<file path="src/utf8d_pkg.sv">
package utf8d_pkg;

  // Widths of the word fields.
  localparam int unsigned ByteW = 8;
  localparam int unsigned CodeW = 21;
  localparam int unsigned LenW  = 3;

  // Sequence lengths, in bytes.
  localparam logic [LenW-1:0] LEN_ONE   = 3'd1;
  localparam logic [LenW-1:0] LEN_TWO   = 3'd2;
  localparam logic [LenW-1:0] LEN_THREE = 3'd3;
  localparam logic [LenW-1:0] LEN_FOUR  = 3'd4;

  // Continuation bytes still expected after each kind of lead byte.
  localparam logic [1:0] REM_NONE  = 2'd0;
  localparam logic [1:0] REM_ONE   = 2'd1;
  localparam logic [1:0] REM_TWO   = 2'd2;
  localparam logic [1:0] REM_THREE = 2'd3;

  // One decoded result word.
  typedef struct packed {
    logic [CodeW-1:0] code_point;
    logic [LenW-1:0]  seq_length;
    logic             bad_lead;
  } result_t;

endpackage

</file>
<file path="src/utf8d_core.sv">
module utf8d_core (
  input  logic                         clk,
  input  logic                         rst,
  input  logic                         advance,
  input  logic [utf8d_pkg::ByteW-1:0]  byte_in,
  output logic                         has_result,
  output utf8d_pkg::result_t           result
);
  import utf8d_pkg::*;

  logic [CodeW-1:0] acc;
  logic [CodeW-1:0] acc_next;
  logic [1:0]       remaining;
  logic [1:0]       remaining_next;
  logic [LenW-1:0]  seq_len;
  logic [LenW-1:0]  seq_len_next;

  // Decode one byte against the open sequence, if any.
  always_comb begin
    acc_next       = acc;
    remaining_next = remaining;
    seq_len_next   = seq_len;
    has_result     = 1'b0;
    result         = '0;
    if (remaining != REM_NONE) begin
      // Continuation: shift in the low six bits, prefix is not checked.
      acc_next          = {acc[CodeW-7:0], byte_in[5:0]};
      remaining_next    = remaining - 2'd1;
      has_result        = (remaining == REM_ONE);
      result.code_point = acc_next;
      result.seq_length = seq_len;
      result.bad_lead   = 1'b0;
    end else if (!byte_in[7]) begin
      // Plain ASCII completes at once.
      has_result        = 1'b1;
      result.code_point = {{(CodeW-ByteW){1'b0}}, byte_in};
      result.seq_length = LEN_ONE;
    end else if (byte_in[7:4] == 4'hF) begin
      acc_next       = {{(CodeW-3){1'b0}}, byte_in[2:0]};
      remaining_next = REM_THREE;
      seq_len_next   = LEN_FOUR;
    end else if (byte_in[7:5] == 3'h7) begin
      acc_next       = {{(CodeW-4){1'b0}}, byte_in[3:0]};
      remaining_next = REM_TWO;
      seq_len_next   = LEN_THREE;
    end else if (byte_in[7:6] == 2'h3) begin
      acc_next       = {{(CodeW-5){1'b0}}, byte_in[4:0]};
      remaining_next = REM_ONE;
      seq_len_next   = LEN_TWO;
    end else begin
      // A continuation byte where a lead byte was expected.
      has_result        = 1'b1;
      result.code_point = '0;
      result.seq_length = LEN_ONE;
      result.bad_lead   = 1'b1;
    end
  end

  // Sequence state moves only when the byte is consumed.
  always_ff @(posedge clk) begin
    if (rst) begin
      acc       <= '0;
      remaining <= REM_NONE;
      seq_len   <= '0;
    end else if (advance) begin
      acc       <= acc_next;
      remaining <= remaining_next;
      seq_len   <= seq_len_next;
    end
  end

endmodule

</file>
<file path="src/utf8_stream_decoder.sv">
// UTF-8 stream decoder: takes one byte word per cycle while in_stall is low
// and gives one result word for each completed character.
// Input channel: in_valid, in_byte, in_stall. A byte is taken at a rising
// edge where in_valid is high and in_stall is low.
// Output channel: out_valid, code_point, seq_length, bad_lead, out_stall.
// A result is taken at an edge where out_valid is high and out_stall is low.
// Bytes inside a multi-byte sequence give no result; the byte that ends it
// gives the code point and the length. A continuation byte found where a
// lead byte belongs gives code point zero, length one and bad_lead set.
// A byte taken at one edge lands in the input register, is decoded there by
// the combinational core, and its result enters the output register once
// that register is free. Throughput is one byte per cycle while the output
// is not stalled, set by the single decode step between the two registers.
// When the receiver stalls, the output register holds its word; in_stall
// rises only once the input register also holds a waiting byte.
// Reset (synchronous, rst high) empties both registers and drops any
// partly decoded sequence, so the next byte is treated as a lead byte.
module utf8_stream_decoder (
  input  logic                               clk,
  input  logic                               rst,
  input  logic                               in_valid,
  output logic                               in_stall,
  input  logic [utf8d_pkg::ByteW-1:0]        in_byte,
  output logic                               out_valid,
  input  logic                               out_stall,
  output logic [utf8d_pkg::CodeW-1:0]        code_point,
  output logic [utf8d_pkg::LenW-1:0]         seq_length,
  output logic                               bad_lead
);
  import utf8d_pkg::*;

  logic             byte_valid;
  logic [ByteW-1:0] byte_reg;
  logic             out_free;
  logic             advance;
  logic             has_result;
  result_t          result;
  result_t          out_reg;

  // The output register can take a new word when empty or being drained.
  assign out_free = !out_valid || !out_stall;
  assign advance  = byte_valid && out_free;
  assign in_stall = byte_valid && !out_free;

  // Input register.
  always_ff @(posedge clk) begin
    if (rst) begin
      byte_valid <= 1'b0;
    end else if (!in_stall) begin
      byte_valid <= in_valid;
    end
  end

  always_ff @(posedge clk) begin
    if (!in_stall && in_valid) begin
      byte_reg <= in_byte;
    end
  end

  utf8d_core u_core (
    .clk        (clk),
    .rst        (rst),
    .advance    (advance),
    .byte_in    (byte_reg),
    .has_result (has_result),
    .result     (result)
  );

  // Output register.
  always_ff @(posedge clk) begin
    if (rst) begin
      out_valid <= 1'b0;
    end else if (out_free) begin
      out_valid <= advance && has_result;
    end
  end

  always_ff @(posedge clk) begin
    if (advance && has_result) begin
      out_reg <= result;
    end
  end

  assign code_point = out_reg.code_point;
  assign seq_length = out_reg.seq_length;
  assign bad_lead   = out_reg.bad_lead;

endmodule

</file>
<file path="config.mk">
export PLATFORM = sky130hd
export DESIGN_NAME = utf8_stream_decoder
export DESIGN_NICKNAME = d
export VERILOG_FILES = /design/src/utf8d_pkg.sv /design/src/utf8d_core.sv /design/src/utf8_stream_decoder.sv
export SDC_FILE = /design/constraint.sdc
export NUM_CORES = 1
export LEC_CHECK = 0
export ABC_AREA = 1
export BUFFER_PORTS_ARGS = -buffer_cell sky130_fd_sc_hd__buf_4
export CAP_MARGIN = 20
export CORE_MARGIN = 2
export CORE_UTILIZATION = 49
export DETAILED_ROUTE_END_ITERATION = 12
export PLACE_DENSITY = 0.74
export RECOVER_POWER = 25
export REMOVE_ABC_BUFFERS = 1
export SYNTH_ARGS = -nofsm -noshare
export SYNTH_HDL_FRONTEND = slang
export SYNTH_SLANG_ARGS = --single-unit
</file>
<file path="constraint.sdc">
create_clock -name clk -period 1.5 [get_ports clk]
set_input_delay 0.225 -clock clk [delete_from_list [all_inputs] [get_ports clk]]
set_output_delay 0.225 -clock clk [all_outputs]
set_load 0.02 [all_outputs]
</file>
==> results.toml, run 1 <==
[routing]
drc = 0
post_drt_wl_per_cell_um = 11.84
vias = 1423
drtPass1Iterations = 4
avgViaCountPerCell = 4.791
postRouteAntennaNets = 0
drt-initial-drc-count = 90
finalWirelength_mm = 3.516

[power_and_ir_drop]
power.density_mw_per_mm2 = 1081
irDropWorstVdd_v = 0.0007876
power_mw = 2.711
p_leak_nw = 0.9179

[sta]
clock_skew_ps = 12.51
final-setup-viol-count = 0
worstMarginPinSlew_ps = 305.4
fmax_mhz = 721.3
drv_slew = 0
period_needed_ps = 1386
rsz0062_at_grt = "false"
relSlewSlack_pct = 79.57
hold_viol = 0
period_share_pct = 92.43

[floorplanning]
dieHeight_um = 70.02
die_x_um = 70.02
initial_core_util_pct = 50.09
die_area_mm2 = 0.004903
ioPinCount = 39
num_rows = 24
core_mm2 = 0.004264

[clock_network]
h-tree-depth = 2
cts_setup_buffers = 0
cts_hold_buf = 0
cts_tree = "yes"
root_buffer = "clkbuf_8"
cts.sinks = 55
cts_resized = 0
numCtsBuffers = 5
cts_max_path_buffers = 2
path_clk_slew_ps = 90
clock_latency_ps = 310

[job]
cap_viol_max_count = 0

[min_path]
hold_path.class = "primary input to flip-flop"
hold_start = "in_byte[5]"

[synth]
ys_types = 20
syn_inst = 201
mappedNetlistArea_mm2 = 0.002136
yosysWarnings = 0
ys_ff_latch = 55
syn_area_per_cell_um2 = 10.63
ys_seq_area_share_pct = 67.02

[global_route]
grt_pass1_vias = 1387
antenna_found_initial = 0
grt_max_degree = 26
grt-ovfl-total = 0
grt_pass1_wl_mm = 6.016
grt_use_total_pct = 16.21

[worst_setup_path]
path_delay_family = "flip-flops"
path_cells = "nand2_2, inv_1, nand2_1, nand3_1, inv_1, buf_12"
critPathLaunch = "byte_reg[7]"
cp.arrival_ps = 1400
crit_buf_inv = 3
critPathKind = "flip-flop to flip-flop"
cp_slowest_cell = "edfxtp_1"
cpMostUsedCell = "inv_1"
cp-end-kind = "flip-flop"
r2r_start = "byte_reg[7]"
start_kind = "flip-flop"
required_ps = 1510
worstPathMaxFanout = 25
cpPeakStageDelay_ps = 430

[final_layout]
layout-area-overhead-vs-synth_pct = 17.40
finalInstanceArea_mm2 = 0.002507
diodes = 0
largest_register_ffs = 21
drive_above_1_share_pct = 22.86
final_nets = 256

[place]
place_hpwl_mm = 2.396
post_dp_cell_area_mm2 = 0.002474
gp_congestion = 0.8479
port_buffers = 38

[status]
status = "complete, no violations"
cells in the mapped netlist, drive strengths merged:
cell | number | area [um^2]
nand3 | 4 | 20.02
buf | 5 | 51.29
a31o | 1 | 8.760
nor2 | 32 | 130.1
nand2 | 37 | 173.9
o21ai | 8 | 40.04
inv | 35 | 131.4
clkbuf | 1 | 3.750
dfxtp | 22 | 440.4
a21oi | 23 | 145.1
edfxtp | 33 | 991.0
cell type report:
cell class | instances | area [um^2]
Fill cell | 382 | 1757
Sequential cell | 55 | 1431
Multi-Input combinational cell | 105 | 518.0
Timing Repair Buffer | 42 | 267.8
Inverter | 35 | 131.4
Clock buffer | 5 | 68.82
Tap cell | 52 | 65.06
Clock inverter | 3 | 25.02
power by group:
group | leakage, nW | switching (mW) | internal [mW] | total, mW
sequential | 0.496 | 0.0224 | 1.66 | 1.68
combinational | 0.378 | 0.151 | 0.0759 | 0.227
clock | 0.0443 | 0.471 | 0.334 | 0.805
kinds of logic (layout without fill, tap and decap cells):
group / count (synthesis) / count (layout) / share of synthesized area [%]
compound gates: 32 / 32 / 9.080
flops: 55 / 55 / 67.02
buf+inv: 41 / 85 / 8.728
simple gates: 73 / 73 / 15.17
worst register-to-register path, delay by kind of cell (launching register included):
family,cells,cell delay [ps]
AND/OR/NAND/NOR,3,290
buffers and inverters,3,360
flip-flops,1,430
metal layers:
metal / GRT usage (%) / wire [um] / vias to the layer above
met5: 0 / 0 / -
met1: 19.75 / 1526 / 642
li1: - / - / 724
met3: 4.762 / 208 / 9
met2: 25.08 / 1676 / 48
met4: 10.47 / 104 / 0
per-stage QoR:
stage / hold WS (ps) / std cells / utilization (%) / setup WS, ps / setup TNS, ps
floorplan: 287.4 / 195 / - / -265.2 / -6629
global placement: 403.3 / 289 / 58.01 / 174.5 / 0
detailed placement: 404.4 / 289 / 58.01 / 107.4 / 0
CTS: 79.74 / 297 / 60.21 / 102.5 / 0
global route: 95.44 / 297 / 58.80 / 32.97 / 0
finish: 115.2 / 297 / 58.80 / 113.6 / 0
path summary, 6_finish.rpt:
path | end | slack, ps | cells past startpoint
hold reg to reg | u_core.acc[1] | 460 | 2
setup / recovery | code_point[0] | 110 | 6
setup reg to reg | code_point[0] | 110 | 6
hold / removal | byte_reg[5] | 120 | 1
placed cells by master, fill, tap and decap left out:
cell type    n
a21oi_1     15
a21oi_2      8
a31o_2       1
buf_12       1
buf_4       17
clkbuf_1    16
clkbuf_4     8
clkbuf_8     5
clkinv_4     2
clkinvlp_4   1
dfxtp_1     22
edfxtp_1    33
inv_1       34
inv_2        1
nand2_1     27
nand2_2      8
nand2_4      2
nand3_1      4
nor2_1      30
nor2_2       1
nor2_4       1
o21ai_0      8
(Power assumes the default switching activity.)
==> inputs of run 2 (changes only) <==
Settings changed: GPL_ROUTABILITY_DRIVEN set to 0, SETUP_SLACK_MARGIN set to 0.3.
==> run 2 against run 1 <==
Combinational power grew 34%; non-clock buffer count grew 9; clock-buffer cell count unchanged; wire length increased by 16%.
==> results.toml, run 2 (synthesis gave the netlist of run 1 again) <==
[status]
status = "complete, no violations"

[clock_network]
clock_latency_ps = 310
root_buffer = "clkbuf_8"
cts_hold_buf = 0
cts.sinks = 55
cts_max_path_buffers = 2
h-tree-depth = 2
cts_tree = "yes"
numCtsBuffers = 5
path_clk_slew_ps = 90

[sta]
clock_skew_ps = 15.16
hold_viol = 0
period_share_pct = 89.57
fin_hold_ws_ps = 111.6
relSlewSlack_pct = 75.12
period_needed_ps = 1344
worstMarginPinSlew_ps = 373.3
drv_slew = 0
rsz0062_at_grt = "true"
final-setup-viol-count = 0
fmax_mhz = 744.3

[place]
port_buffers = 38
place_hpwl_mm = 2.396
dp_cells = 289

[floorplanning]
dieHeight_um = 70.02
num_rows = 24
core_mm2 = 0.004264
die_x_um = 70.02
ioPinCount = 39
die_area_mm2 = 0.004903
initial_core_util_pct = 50.09

[global_route]
grt_max_degree = 19
grt_use_total_pct = 17.07
antenna_found_initial = 0
grt_pass1_vias = 1418
grt_pass1_wl_mm = 6.327
grt-busiest-layer = "met2"
met3_usage_pct = 5.483
grtUsageMet1_pct = 20.50
grt-ovfl-total = 0
met2_usage_pct = 26.56

[worst_setup_path]
cpPeakStageDelay_ps = 400
cp-end-kind = "flip-flop"
worstPathMaxFanout = 6
cp_slowest_cell = "edfxtp_1"
reg2regPathDepth = 7
path_cells = "nand2_1, inv_2, nand2_2, nand3_4, inv_4, buf_6, clkbuf_16"
critPathKind = "flip-flop to flip-flop"
required_ps = 1540
start_kind = "flip-flop"
cp.arrival_ps = 1380

[min_path]
hold_path.class = "primary input to flip-flop"
min_path_cells = 1

[final_layout]
drive_above_1_share_pct = 34.12
layout-area-overhead-vs-synth_pct = 28.30
diodes = 0
final_common_cell = "edfxtp_1"
fin_cells = 307
largest_register_ffs = 21
final_nets = 266
layout_common_cells = "edfxtp_1, inv_1, nor2_1"

[job]
cap_viol_max_count = 0

[routing]
post_drt_wl_per_cell_um = 13.26
drtPass1Iterations = 4
finalWirelength_mm = 4.071
postRouteAntennaNets = 0
drc = 0
vias = 1530
drt-initial-drc-count = 131
avgViaCountPerCell = 4.984

[power_and_ir_drop]
p_leak_nw = 1.028
power_mw = 2.801
power.density_mw_per_mm2 = 1022
irDropWorstVdd_v = 0.0008130
[run 2: worst paths after layout]
path                 start       endpoint  slack [ps]
max reg2reg    byte_reg[6]  code_point[9]         160
min reg2reg  u_core.acc[0]  u_core.acc[0]         470
max            byte_reg[6]  code_point[9]         160
min             in_byte[5]    byte_reg[5]         110
[run 2: routing by layer]
metal / share of wire (%) / vias to the layer above / routed length [um]
li1: - / 743 / -
met1: 42 / 724 / 1708
met2: 50 / 55 / 2033
met3: 5.8 / 8 / 238
met4: 2.2 / 0 / 90
met5: 0 / - / 0
[run 2: critical path, delay by kind of cell (launching register included)]
kind                   cells  cell delay, ps
buffers and inverters      4             390
AND/OR/NAND/NOR            3             290
flip-flops                 1             400
[run 2: where the power goes]
group / internal (mW) / switching, mW / leakage [nW]
registers: 1.66 / 0.0238 / 0.497
logic: 0.126 / 0.178 / 0.487
clock network: 0.334 / 0.482 / 0.0443
total: 2.12 / 0.683 / 1.03
[run 2: metrics by stage]
stage | TNS (ps) | cell area [um^2] | util [%] | setup WS [ps]
2_1_floorplan | -6629 | 2081 | - | -265.2
3_3_place_gp | 0 | 2474 | 58.01 | 174.5
3_5_place_dp | 0 | 2474 | 58.01 | 107.4
4_1_cts | 0 | 2659 | 62.35 | 174.4
5_1_grt | 0 | 2740 | 64.26 | 85.99
6_report | 0 | 2740 | 64.26 | 156.5
[run 2: area by class of cell]
type,count,area (um^2)
Clock buffer,5,68.82
Fill cell,358,1524
Inverter,35,133.9
Multi-Input combinational cell,106,570.5
Timing Repair Buffer,51,441.7
Sequential cell,55,1435
Tap cell,52,65.06
Clock inverter,3,25.02
[run 2: timing repair]
action / CTS / global route
buffers inserted: 4 / 2
pin swaps: 3 / 4
cloned: 2 / 2
gates resized for setup: 9 / 15
setup endpoints to repair: 42 / 57
==> inputs of run 3 (changes only) <==
Settings changed: CORE_UTILIZATION 49 to 55, PLACE_DENSITY 0.74 to 0.79, SYNTH_HIERARCHICAL set to 1.
Clock period 1.5 ns to 1.6 ns, I/O delays scaled along.
==> run 3 against run 2 <==
Clock skew shrank 1.6 ps; worst hold slack better by 17 ps; area after synthesis is 3.7% higher; clock power is 5.4% lower; synthesized cell count grew 9.0%; wire length grew 12%; non-clock buffer count grew 8; register-to-register slack about the same; design area increased by 3.7%; critical path type unchanged; largest power group unchanged.
==> results.toml, run 3 <==
[routing]
avgViaCountPerCell = 4.997
postRouteAntennaNets = 0
post_drt_wl_per_cell_um = 14.06
drc = 0
vias = 1614
drt-initial-drc-count = 105
drtPass1Iterations = 4
finalWirelength_mm = 4.541

[floorplanning]
die_area_mm2 = 0.004550
core_mm2 = 0.003943
num_rows = 23
initial_core_util_pct = 56.17
dieHeight_um = 67.46
ioPinCount = 39
die_x_um = 67.46

[sta]
period_share_pct = 90.52
period_needed_ps = 1448
hold_viol = 0
final-setup-viol-count = 0
worstMarginPinSlew_ps = 320.4
relSlewSlack_pct = 78.42
setup_slack_ps = 151.6
fmax_mhz = 690.4
drv_slew = 0
clock_skew_ps = 13.52
fin_hold_ws_ps = 128.8
rsz0062_at_grt = "true"

[power_and_ir_drop]
p_comb_share_pct = 11.7
power.density_mw_per_mm2 = 935.7
switchingPower_uw = 626.5
swShare_pct = 23.56
clkPwrFrac_pct = 29.0
irDropWorstVdd_v = 0.0006520
power_frac_seq_pct = 59.3
p_leak_nw = 1.143
intPower_mw = 2.032

[synth]
synth_edf_count = 33
synth_common_cells = "inv_1, edfxtp_1, nand2_1"
ys_seq_area_share_pct = 64.63
syn_area_per_cell_um2 = 10.11
yosysTopAreaCellShare_pct = 44.75
synth-main-ff-cell = "edfxtp_1"
synth_area_leaders = "edfxtp_1, dfxtp_1, inv_1"
ys_types = 19
ys_ff_latch = 55
yosysMostFrequentCell = "inv_1"
synth_top_cell_by_area = "edfxtp_1"
yosysWarnings = 6
async_flop_share_pct = 0
syn_inst = 219
mappedNetlistArea_mm2 = 0.002215

[global_route]
met2_usage_pct = 38.49
grt-ovfl-total = 0
grt_pass1_wl_mm = 6.720
met3_usage_pct = 6.000
grt_use_total_pct = 21.19
grt-busiest-layer = "met2"
grt_max_degree = 21
grtUsageMet1_pct = 23.45
antenna_found_initial = 0
grt_pass1_vias = 1470

[job]
cap_viol_max_count = 0

[final_layout]
fin_cells = 323
fin_util_pct = 72.07
final_common_cell = "inv_1"
drive_above_1_share_pct = 35.16
nFillCells = 258
final_nets = 284
diodes = 0
largest_register_ffs = 21
finalInstanceArea_mm2 = 0.002841
layout_common_cells = "inv_1, buf_4, edfxtp_1"
layout-area-overhead-vs-synth_pct = 28.31

[worst_setup_path]
path_cells = "nor2_4, nand2_4, o21ai_2, inv_2, nor3_4, buf_6, buf_6"
r2r_slack_ps = 150
reg2regPathDepth = 7
r2r_start = "u_core/remaining[1]"
cp.arrival_ps = 1480
cpPeakStageDelay_ps = 380
reg2reg_to = "code_point[20]"
worstPathMaxFanout = 6
path_delay_family = "simple AND/OR/NAND/NOR gates"
cp_slowest_cell = "dfxtp_1"
critPathKind = "flip-flop to flip-flop"
required_ps = 1630
cp-end-kind = "flip-flop"
start_kind = "flip-flop"
crit_buf_inv = 3
cpMostUsedCell = "buf_6"

[clock_network]
cts_tree = "yes"
h-tree-depth = 2
root_buffer = "clkbuf_8"
clock_latency_ps = 310
path_clk_slew_ps = 90
cts_hold_buf = 0
cts.sinks = 55
numCtsBuffers = 5
cts_max_path_buffers = 2

[min_path]
hold_start = "in_byte[3]"
min_path_cells = 1
hold_end = "byte_reg[3]"
hold_path.class = "primary input to flip-flop"

[status]
status = "complete, no violations"

[place]
post-place-ws_ps = 119.5
place_hpwl_mm = 2.569
post_dp_cell_area_mm2 = 0.002511
dp_cells = 300
port_buffers = 38
==> run 3: cell types whose count changed after synthesis, sizes merged <==
| cell | change |
|---|---|
| inv | +4 |
| nand2 | +5 |
| clkbuf | -1 |
| nor3 | +2 |
| nand3 | +3 |
| o21ai | -1 |
| a31o | -1 |
| a21oi | -4 |
| buf | +8 |
| nor2 | +3 |
==> run 3: cell type report <==
cell class	count	area (um^2)	share of cell area, %
Timing Repair Buffer	59	504.2	17.75
Tap cell	50	62.56	2.202
Multi-Input combinational cell	112	605.6	21.31
Clock buffer	7	86.33	3.038
Clock inverter	1	3.754	0.1321
Sequential cell	55	1433	50.42
Inverter	39	146.4	5.152
==> run 3: worst max path at each step <==
stage / from / endpoint / depth (start not counted)
after floorplan: u_core/remaining[0] / bad_lead / 5
after global placement: byte_reg[6] / code_point[15] / 6
after detailed placement: byte_reg[6] / code_point[10] / 6
after CTS: byte_reg[6] / code_point[1] / 7
after global routing: u_core/remaining[1] / code_point[1] / 7
final: u_core/remaining[1] / code_point[20] / 7
==> run 3: repair_timing <==
action / in CTS / in global routing
setup buffers: 8 / 4
gates resized for setup: 18 / 22
cloned: 3 / 0
pin swaps: 3 / 4
setup endpoints to repair: 35 / 42
==> run 3: cells by family (layout without fill, tap and decap cells) <==
kind of cell	after synthesis	count (layout)	share of synthesized area (%)
DFF	55	55	64.63
and+or+nand+nor	86	86	17.12
buffers and inverters	52	106	11.19
AOI/OAI and AO/OA	26	26	7.062
==> run 3: per-stage QoR <==
| step | TNS (ps) | power (mW) |
|---|---|---|
| after floorplan | -39500 | 1.725 |
| after global placement | 0 | 1.829 |
| after detailed placement | 0 | 1.835 |
| after CTS | 0 | 2.626 |
| after global routing | 0 | 2.740 |
| final | 0 | 2.659 |
==> run 3: metal layers <==
metal	share of wire (%)	vias to the layer above
met5	0	-
met4	2.6	0
met3	7.5	12
met2	51	65
met1	38	752
li1	-	785
==> run 3: power by group through the flow <==
stage               registers (mW)  logic (mW)  clock network, mW
finish                        1.58       0.311              0.772
global route                  1.58       0.333              0.827
CTS                           1.58       0.279              0.772
detailed placement            1.61       0.227                  0
global placement              1.61       0.223                  0
floorplan                     1.64      0.0870                  0
